[src/rtl/core/klr_pkg.sv]
// klr_pkg: shared types and constants for the key long-press / auto-repeat core
// no dependencies; used by the interfaces and all core modules
`timescale 1ns / 1ps

package klr_pkg;

    localparam int unsigned NUM_KEYS    = 16;
    localparam int unsigned MASK_W      = 16;
    localparam int unsigned TIMER_W     = 16;
    localparam int unsigned CFG_W       = 15;
    localparam int unsigned CFG_IDX_W   = 1;

    localparam logic [CFG_IDX_W-1:0] REG_LONG_PRESS_TIME = 1'b0;
    localparam logic [CFG_IDX_W-1:0] REG_REPEAT_PERIOD   = 1'b1;

    localparam logic [CFG_W-1:0] LONG_PRESS_TIME_RST = 15'd500;
    localparam logic [CFG_W-1:0] REPEAT_PERIOD_RST   = 15'd200;

    typedef logic [MASK_W-1:0]  t_mask;
    typedef logic [TIMER_W-1:0] t_timer;

    // effective timing thresholds shared by every key
    typedef struct packed {
        logic [CFG_W-1:0] hold_limit;
        logic [CFG_W-1:0] period;
        t_timer           repeat_thresh;
    } t_key_cfg;

    // per-key update result
    typedef struct packed {
        t_timer hold_timer;
        logic   repeat_mode;
        logic   noted;
        logic   lp_event;
    } t_key_res;

endpackage

[src/rtl/core/klr_scan_if.sv]
// klr_scan_if: scan transaction channel (pressed mask and elapsed time)
// depends on klr_pkg
`timescale 1ns / 1ps

interface klr_scan_if;
    logic            valid;
    logic            ready;
    klr_pkg::t_mask  pressed_keys;
    klr_pkg::t_timer elapsed_ms;

    modport source (output valid, output pressed_keys, output elapsed_ms, input ready);
    modport sink   (input valid, input pressed_keys, input elapsed_ms, output ready);
endinterface

[src/rtl/core/klr_event_if.sv]
// klr_event_if: event transaction channel (click, long-press and repeat masks)
// depends on klr_pkg
`timescale 1ns / 1ps

interface klr_event_if;
    logic           valid;
    logic           ready;
    klr_pkg::t_mask click_keys;
    klr_pkg::t_mask long_press_keys;
    klr_pkg::t_mask repeat_keys;

    modport source (output valid, output click_keys, output long_press_keys,
                    output repeat_keys, input ready);
    modport sink   (input valid, input click_keys, input long_press_keys,
                    input repeat_keys, output ready);
endinterface

[src/rtl/core/klr_key_unit.sv]
// klr_key_unit: next-state logic of one key's hold timer and repeat flag
// depends on klr_pkg
`timescale 1ns / 1ps

module klr_key_unit (
    input  logic              i_pressed,
    input  klr_pkg::t_timer   i_elapsed_ms,
    input  klr_pkg::t_timer   i_hold_timer,
    input  logic              i_repeat_mode,
    input  klr_pkg::t_key_cfg i_cfg,
    output klr_pkg::t_key_res o_res
);

    logic [klr_pkg::TIMER_W:0] sum;
    klr_pkg::t_timer           t_sat;
    klr_pkg::t_timer           t_hold;
    logic                      f_hold;
    logic                      rel_click;
    logic                      long_hit;
    logic                      rep_hit;
    klr_pkg::t_timer           lp_ext;

    always_comb begin
        lp_ext = {1'b0, i_cfg.hold_limit};
        sum    = {1'b0, i_hold_timer} + {1'b0, i_elapsed_ms};
        t_sat  = sum[klr_pkg::TIMER_W] ? {klr_pkg::TIMER_W{1'b1}} : sum[klr_pkg::TIMER_W-1:0];

        if (i_pressed) begin
            t_hold    = t_sat;
            f_hold    = i_repeat_mode;
            rel_click = 1'b0;
        end else begin
            t_hold    = '0;
            f_hold    = 1'b0;
            rel_click = (i_hold_timer != '0) && (i_hold_timer < lp_ext);
        end

        long_hit = (t_hold >= lp_ext) && !f_hold;
        rep_hit  = (t_hold >= i_cfg.repeat_thresh);

        o_res.hold_timer  = rep_hit ? (t_hold - {1'b0, i_cfg.period}) : t_hold;
        o_res.repeat_mode = f_hold | long_hit;
        o_res.noted       = rel_click | rep_hit;
        o_res.lp_event    = long_hit;
    end

endmodule

[src/rtl/core/keypad_click_longpress_repeat_core.sv]
// keypad_click_longpress_repeat_core: top level of the key long-press / auto-repeat core
// depends on klr_pkg, klr_scan_if, klr_event_if and klr_key_unit
`timescale 1ns / 1ps

// usage
//  - i_scan carries one scan per transaction: pressed_keys mask and elapsed_ms
//  - o_event returns exactly one transaction per scan: click, long-press and
//    repeat masks, in scan order
//  - configuration: i_cfg_we with i_cfg_idx 0 writes long_press_time, 1 writes
//    repeat_period (low 15 bits of i_cfg_data); write only while idle
//  - a scan accepted into the input register gives its events valid once it
//    advances into the result register (one input register, one result register)
//  - throughput: one scan per cycle while o_event is not stalled; all keys update in
//    parallel in the single combinational pass between the input and result registers
//  - a stalled o_event holds its transaction; the input register still takes
//    one more scan, then i_scan.ready drops until the result is taken
//  - reset clears all hold timers and repeat flags, empties both registers and
//    loads 500 ms long-press time and 200 ms repeat period

module keypad_click_longpress_repeat_core (
    input  logic                         i_clk,
    input  logic                         i_rst_n,
    input  logic                         i_cfg_we,
    input  logic [klr_pkg::CFG_IDX_W-1:0] i_cfg_idx,
    input  logic [klr_pkg::CFG_W-1:0]    i_cfg_data,
    klr_scan_if.sink                     i_scan,
    klr_event_if.source                  o_event
);

    logic [klr_pkg::CFG_W-1:0] r_lp_time;
    logic [klr_pkg::CFG_W-1:0] r_repeat_period;

    logic            r_in_valid;
    klr_pkg::t_mask  r_in_keys;
    klr_pkg::t_timer r_in_elapsed;

    klr_pkg::t_timer r_hold_timer [klr_pkg::NUM_KEYS];
    klr_pkg::t_mask  r_repeat_mode;

    logic            r_out_valid;
    klr_pkg::t_mask  r_click;
    klr_pkg::t_mask  r_long_hit;
    klr_pkg::t_mask  r_repeat;

    logic              advance;
    klr_pkg::t_key_cfg key_cfg;
    klr_pkg::t_key_res key_res [klr_pkg::NUM_KEYS];
    klr_pkg::t_mask    n_repeat_mode;
    klr_pkg::t_mask    n_noted;
    klr_pkg::t_mask    n_long_hit;

    assign advance      = r_in_valid && (!r_out_valid || o_event.ready);
    assign i_scan.ready = !r_in_valid || advance;

    assign o_event.valid           = r_out_valid;
    assign o_event.click_keys      = r_click;
    assign o_event.long_press_keys = r_long_hit;
    assign o_event.repeat_keys     = r_repeat;

    // zero register value acts as one
    always_comb begin
        key_cfg.hold_limit = (r_lp_time == '0) ? klr_pkg::CFG_W'(1) : r_lp_time;
        key_cfg.period     = (r_repeat_period == '0) ? klr_pkg::CFG_W'(1) : r_repeat_period;
        key_cfg.repeat_thresh = {1'b0, key_cfg.hold_limit} + {1'b0, key_cfg.period};
    end

    for (genvar g = 0; g < klr_pkg::NUM_KEYS; g++) begin : g_key
        klr_key_unit u_key (
            .i_pressed     (r_in_keys[g]),
            .i_elapsed_ms  (r_in_elapsed),
            .i_hold_timer  (r_hold_timer[g]),
            .i_repeat_mode (r_repeat_mode[g]),
            .i_cfg         (key_cfg),
            .o_res         (key_res[g])
        );
    end

    always_comb begin
        n_repeat_mode = '0;
        n_noted       = '0;
        n_long_hit    = '0;
        for (int k = 0; k < klr_pkg::NUM_KEYS; k++) begin
            n_repeat_mode[k] = key_res[k].repeat_mode;
            n_noted[k]       = key_res[k].noted;
            n_long_hit[k]    = key_res[k].lp_event;
        end
    end

    // configuration registers
    always_ff @(posedge i_clk) begin
        if (!i_rst_n) begin
            r_lp_time       <= klr_pkg::LONG_PRESS_TIME_RST;
            r_repeat_period <= klr_pkg::REPEAT_PERIOD_RST;
        end else if (i_cfg_we) begin
            case (i_cfg_idx)
                klr_pkg::REG_LONG_PRESS_TIME: r_lp_time       <= i_cfg_data;
                klr_pkg::REG_REPEAT_PERIOD:   r_repeat_period <= i_cfg_data;
                default: ;
            endcase
        end
    end

    // input register
    always_ff @(posedge i_clk) begin
        if (!i_rst_n) begin
            r_in_valid <= 1'b0;
        end else if (i_scan.ready) begin
            r_in_valid <= i_scan.valid;
        end
    end

    always_ff @(posedge i_clk) begin
        if (i_scan.valid && i_scan.ready) begin
            r_in_keys    <= i_scan.pressed_keys;
            r_in_elapsed <= i_scan.elapsed_ms;
        end
    end

    // key state
    always_ff @(posedge i_clk) begin
        if (!i_rst_n) begin
            r_repeat_mode <= '0;
            for (int k = 0; k < klr_pkg::NUM_KEYS; k++) begin
                r_hold_timer[k] <= '0;
            end
        end else if (advance) begin
            r_repeat_mode <= n_repeat_mode;
            for (int k = 0; k < klr_pkg::NUM_KEYS; k++) begin
                r_hold_timer[k] <= key_res[k].hold_timer;
            end
        end
    end

    // result register
    always_ff @(posedge i_clk) begin
        if (!i_rst_n) begin
            r_out_valid <= 1'b0;
        end else if (advance) begin
            r_out_valid <= 1'b1;
        end else if (o_event.ready) begin
            r_out_valid <= 1'b0;
        end
    end

    always_ff @(posedge i_clk) begin
        if (advance) begin
            r_click    <= n_noted & ~n_repeat_mode;
            r_long_hit <= n_long_hit;
            r_repeat   <= n_noted & n_repeat_mode;
        end
    end

    a_click_repeat_disjoint: assert property (@(posedge i_clk) disable iff (!i_rst_n)
        r_out_valid |-> ((r_click & r_repeat) == '0))
        else $error("click and repeat reported for the same key");

    a_long_press_sets_mode: assert property (@(posedge i_clk) disable iff (!i_rst_n)
        r_out_valid |-> ((r_long_hit & ~r_repeat_mode) == '0))
        else $error("long press without repeat mode");

    a_ready_when_out_free: assert property (@(posedge i_clk) disable iff (!i_rst_n)
        !r_out_valid |-> i_scan.ready)
        else $error("input stalled with empty result register");

endmodule
[src/flat_wrapper.sv]
// flat-port wrapper written by rule: the top's interface ports become plain ports
module keypad_click_longpress_repeat_core_flat 
  (i_clk, i_rst_n, i_cfg_we, i_cfg_idx, i_cfg_data, i_scan_valid, i_scan_pressed_keys, i_scan_elapsed_ms, i_scan_ready, o_event_valid, o_event_click_keys, o_event_long_press_keys, o_event_repeat_keys, o_event_ready);
  klr_scan_if i_scan_i ();
  klr_event_if o_event_i ();
  input  logic i_clk;
  input  logic i_rst_n;
  input  logic i_cfg_we;
  input  logic [klr_pkg::CFG_IDX_W-1:0] i_cfg_idx;
  input  logic [klr_pkg::CFG_W-1:0] i_cfg_data;
  input wire logic [$bits(i_scan_i.valid)-1:0] i_scan_valid;
  input wire logic [$bits(i_scan_i.pressed_keys)-1:0] i_scan_pressed_keys;
  input wire logic [$bits(i_scan_i.elapsed_ms)-1:0] i_scan_elapsed_ms;
  output wire logic [$bits(i_scan_i.ready)-1:0] i_scan_ready;
  output wire logic [$bits(o_event_i.valid)-1:0] o_event_valid;
  output wire logic [$bits(o_event_i.click_keys)-1:0] o_event_click_keys;
  output wire logic [$bits(o_event_i.long_press_keys)-1:0] o_event_long_press_keys;
  output wire logic [$bits(o_event_i.repeat_keys)-1:0] o_event_repeat_keys;
  input wire logic [$bits(o_event_i.ready)-1:0] o_event_ready;
  assign i_scan_i.valid = i_scan_valid;
  assign i_scan_i.pressed_keys = i_scan_pressed_keys;
  assign i_scan_i.elapsed_ms = i_scan_elapsed_ms;
  assign i_scan_ready = i_scan_i.ready;
  assign o_event_valid = o_event_i.valid;
  assign o_event_click_keys = o_event_i.click_keys;
  assign o_event_long_press_keys = o_event_i.long_press_keys;
  assign o_event_repeat_keys = o_event_i.repeat_keys;
  assign o_event_i.ready = o_event_ready;
  keypad_click_longpress_repeat_core u_core (.i_clk(i_clk), .i_rst_n(i_rst_n), .i_cfg_we(i_cfg_we), .i_cfg_idx(i_cfg_idx), .i_cfg_data(i_cfg_data), .i_scan(i_scan_i), .o_event(o_event_i));
endmodule
[config.mk]
export PLATFORM = sky130hd
export DESIGN_NAME = keypad_click_longpress_repeat_core_flat
export DESIGN_NICKNAME = d
export VERILOG_FILES = /design/src/rtl/core/klr_pkg.sv /design/src/rtl/core/klr_scan_if.sv /design/src/rtl/core/klr_event_if.sv /design/src/rtl/core/klr_key_unit.sv /design/src/rtl/core/keypad_click_longpress_repeat_core.sv /design/src/flat_wrapper.sv
export SDC_FILE = /design/constraint.sdc
export NUM_CORES = 2
export LEC_CHECK = 0
export BUFFER_PORTS_ARGS = -buffer_cell sky130_fd_sc_hd__buf_2
export CAP_MARGIN = 0
export CORE_UTILIZATION = 35
export CTS_CLUSTER_SIZE = 14
export DETAILED_ROUTE_END_ITERATION = 6
export SLEW_MARGIN = 10
export SYNTH_ARGS = -nofsm -noshare
export SYNTH_HDL_FRONTEND = slang
export SYNTH_SLANG_ARGS = --single-unit
export TNS_END_PERCENT = 1
[constraint.sdc]
create_clock -name i_clk -period 6.8 [get_ports i_clk]
set_input_delay 0.34 -clock i_clk [delete_from_list [all_inputs] [get_ports i_clk]]
set_output_delay 0.34 -clock i_clk [all_outputs]
set_load 0.01 [all_outputs]
==> metrics.txt <==
site row count=144; Finished Core Util=39.53%; leakage power=27.59 nW; fin. max-slew vios=0; pre-CTS WS=0.06580 ns; post-route setup TNS=0 ns; CTS tree=yes; DRC Markers=0; layout cell share with drive strength beyond 1=7.340%; clock root cell=clkbuf_16; vias in the first global route=48720; synthesized area per cell=8.824 um^2; clk_lat worst skew=0.70 ns; cell accounting for the most synthesized area=ha_1; Fmax achieved=152.5 MHz; CP max stage delay=0.86 ns; final wirelength=215600 um; WL per Instance=25.34 um; core area=0.1548 mm^2; unrepaired setup endpoints after global routing=yes; DP HPWL=151400 um; Setup violations, final=0; Die Height=397.6 um; CP max stage cell=xor2_4; Max-cap violations=0; PD cells=348.8 mW/mm^2; initial core utilization=35.38%; post-synth cell types=87; Final period util=96.40%; # fillers=15380; I/O pin cnt=103; Iter 0 DRT Violations=5370; Vias=52000; Setup crit end kind=flop; Synth area leaders=ha_1, edfxtp_1, a21oi_1; final hold slack=0.1128 ns; Most used DFF post-synth=edfxtp_1; clock-pin transition on the worst setup and hold timing paths=0.06 ns; Nets=7731; clock period minus worst slack=6.555 ns; arrival time worst endpoint=6.95 ns; VDD IR max=0.0002652 V; Cells after Synth=6206; Post-synth EDFFs=336; die area=0.1580 mm^2; Max Clock Skew=0.04263 ns; status=finished clean; Die X=397.6 um; largest net degree at the start of global routing=135; Avg Vias per Cell=6.113; smallest setup slack after layout=0.2447 ns; clock buffer depth=3; async set-reset flop share out of synthesis=0%; TritonCTS buffer count=54; CP dominant cell by count=a211o_1; GPL Wtd Cong=0.9397; worst path required time=7.20 ns; worst slew pin tran=1.233 ns; crit path max fanout=14; Synth top area share=28.13%; clock sink count=384; initial antenna violation count=17; multi-input logic area=0.04272 mm^2; Congestion Overflow GR=0; htree depth=2; Final ANT Viol Nets=0; P&R area growth vs syn=11.72%; mapped cell area=0.05476 mm^2; Crit Path Class=flop to flop; sequential area share after synthesis=20.18%; storage element area=0.01105 mm^2; GR Util All Layers=26.46%; Hold Crit Class=input port to flop; leading cell types by count after synthesis=ha_1, a21oi_1, nor2_1, o21ai_0, edfxtp_1; Worst setup SP type=flop; # port buffers=102; Mapped Nets=7523; worst-path cell chain=nor4_1, a41oi_4, inv_1, ha_1, fa_1, a21o_1, a21oi_1, o21bai_1, a211o_1, a31oi_1, buf_4, nor2b_1, o21ai_0, a211o_1, xor2_4, ha_1, o221a_2, a211o_1, a31oi_1, buf_4, nand2b_1, o22ai_1; Yosys reg bits=384; Rel. slew slack=17.83%; Syn. warnings=0; drt first pass iters=6; final hold viol count=0; count leader, synth=ha_1; global-route wire length before repair=313300 um
## layout by cell type, fill, tap and decap left out, types with 50 or more instances in the layout
cell | Yosys | layout
nor3_1 | 133 | 132
a31oi_1 | 67 | 64
a21o_1 | 281 | 281
a21oi_1 | 489 | 489
nand2_1 | 320 | 317
dlygate4sd3_1 | 0 | 50
nand3_1 | 106 | 105
ha_1 | 1231 | 1231
nand4_1 | 87 | 87
o22ai_1 | 77 | 77
mux2i_1 | 70 | 70
xor2_1 | 141 | 135
o21a_1 | 246 | 246
nor4_1 | 77 | 77
o21ai_0 | 358 | 355
inv_1 | 191 | 166
buf_4 | 1 | 140
nor2b_1 | 134 | 134
clkbuf_16 | 0 | 59
buf_2 | 9 | 101
a211oi_1 | 78 | 76
edfxtp_1 | 336 | 336
nor2_1 | 487 | 485
nand2b_1 | 128 | 126
xnor2_1 | 247 | 241
## sequential cells by signal (all words and copies together) (netlist names)
register                        flops
u_core.r_hold_timer               256
u_core.r_in_keys                   16
u_core.o_event.repeat_keys         16
u_core.o_event.click_keys          16
u_core.r_lp_time                   15
u_core.r_in_elapsed                16
u_core.o_event.long_press_keys     16
u_core.r_repeat_mode               16
u_core.r_in_valid                   1
u_core.o_event.valid                1
u_core.r_repeat_period             15
## layer usage
layer	global-route usage, %	wire (um)	vias up
li1	-	-	24290
met1	36.82	93990	24840
met2	39.31	88950	2371
met3	4.202	20620	490
met4	13.28	11990	8
met5	0	47	-
## cell families (layout without fill, tap and decap cells)
kind of cell	Yosys count	after routing	synth area share, %
AO/OA/AOI/OAI	2049	2049	24.86
multiplexers	96	96	1.814
other	0	5	0
adder cells (fa/ha/maj)	1264	1264	29.33
flip-flops	384	384	20.18
AND/OR/NAND/NOR	1683	1683	15.22
XOR/XNOR	388	388	6.206
buffers and inverters	342	594	2.388
## cell type report
cell class	count	share of cell area [%]
clock inverter	22	0.3640
timing repair buffer	303	3.741
antenna	5	0.02045
inverter	191	1.178
tap	2044	4.180
sequential	384	18.07
clock buffer	78	2.628
multi-input combinational	5480	69.82
## final timing paths
| check | cells past startpoint | slack [ns] | to | from |
|---|---|---|---|---|
| worst max-delay path | 22 | 0.24 | u_core.r_hold_timer[0][150]$_SDFFCE_PN0P_ | u_core.r_lp_time[11]$_SDFFE_PN0P_ |
| worst min-delay path | 2 | 0.11 | u_core.r_repeat_period[7]$_SDFFE_PN1P_ | i_rst_n |
| worst max register to register | 22 | 0.24 | u_core.r_hold_timer[0][150]$_SDFFCE_PN0P_ | u_core.r_lp_time[11]$_SDFFE_PN0P_ |
| worst min register to register | 2 | 0.47 | u_core.r_repeat_period[0]$_SDFFE_PN0P_ | u_core.r_repeat_period[0]$_SDFFE_PN0P_ |
## critical path, delay by kind of cell, from the launching register on
family,cells,cell delay [ns]
adder cells (fa/ha/maj),3,1.15
AO/OA/AOI/OAI,12,2.84
flip-flops,1,0.41
buffers and inverters,3,0.47
AND/OR/NAND/NOR,3,0.50
XOR/XNOR,1,0.86
## repair_timing
| action | in CTS | in global routing |
|---|---|---|
| gates resized for setup | 0 | 12 |
| setup buffers | 0 | 0 |
| hold endpoints to repair | 64 | 0 |
| hold buffers | 50 | 0 |
| endpoints found under the setup margin | 0 | 64 |
## where the power goes
part | switching [mW] | internal [mW]
logic | 8.40 | 6.08
registers | 0.568 | 3.29
clock network | 1.25 | 1.76
total | 10.2 | 11.1
## metrics by stage
| stage | instances | total power [mW] | area [um^2] |
|---|---|---|---|
| after global placement | 8352 | 17.60 | 58790 |
| after detailed placement | 8352 | 17.93 | 58790 |
| after floorplan | 6206 | 14.29 | 54760 |
| after CTS | 8502 | 21.07 | 61120 |
| final | 8507 | 21.34 | 61180 |
| after global routing | 8502 | 23.04 | 61160 |
Note: power is estimated with default switching activity, not from simulation.
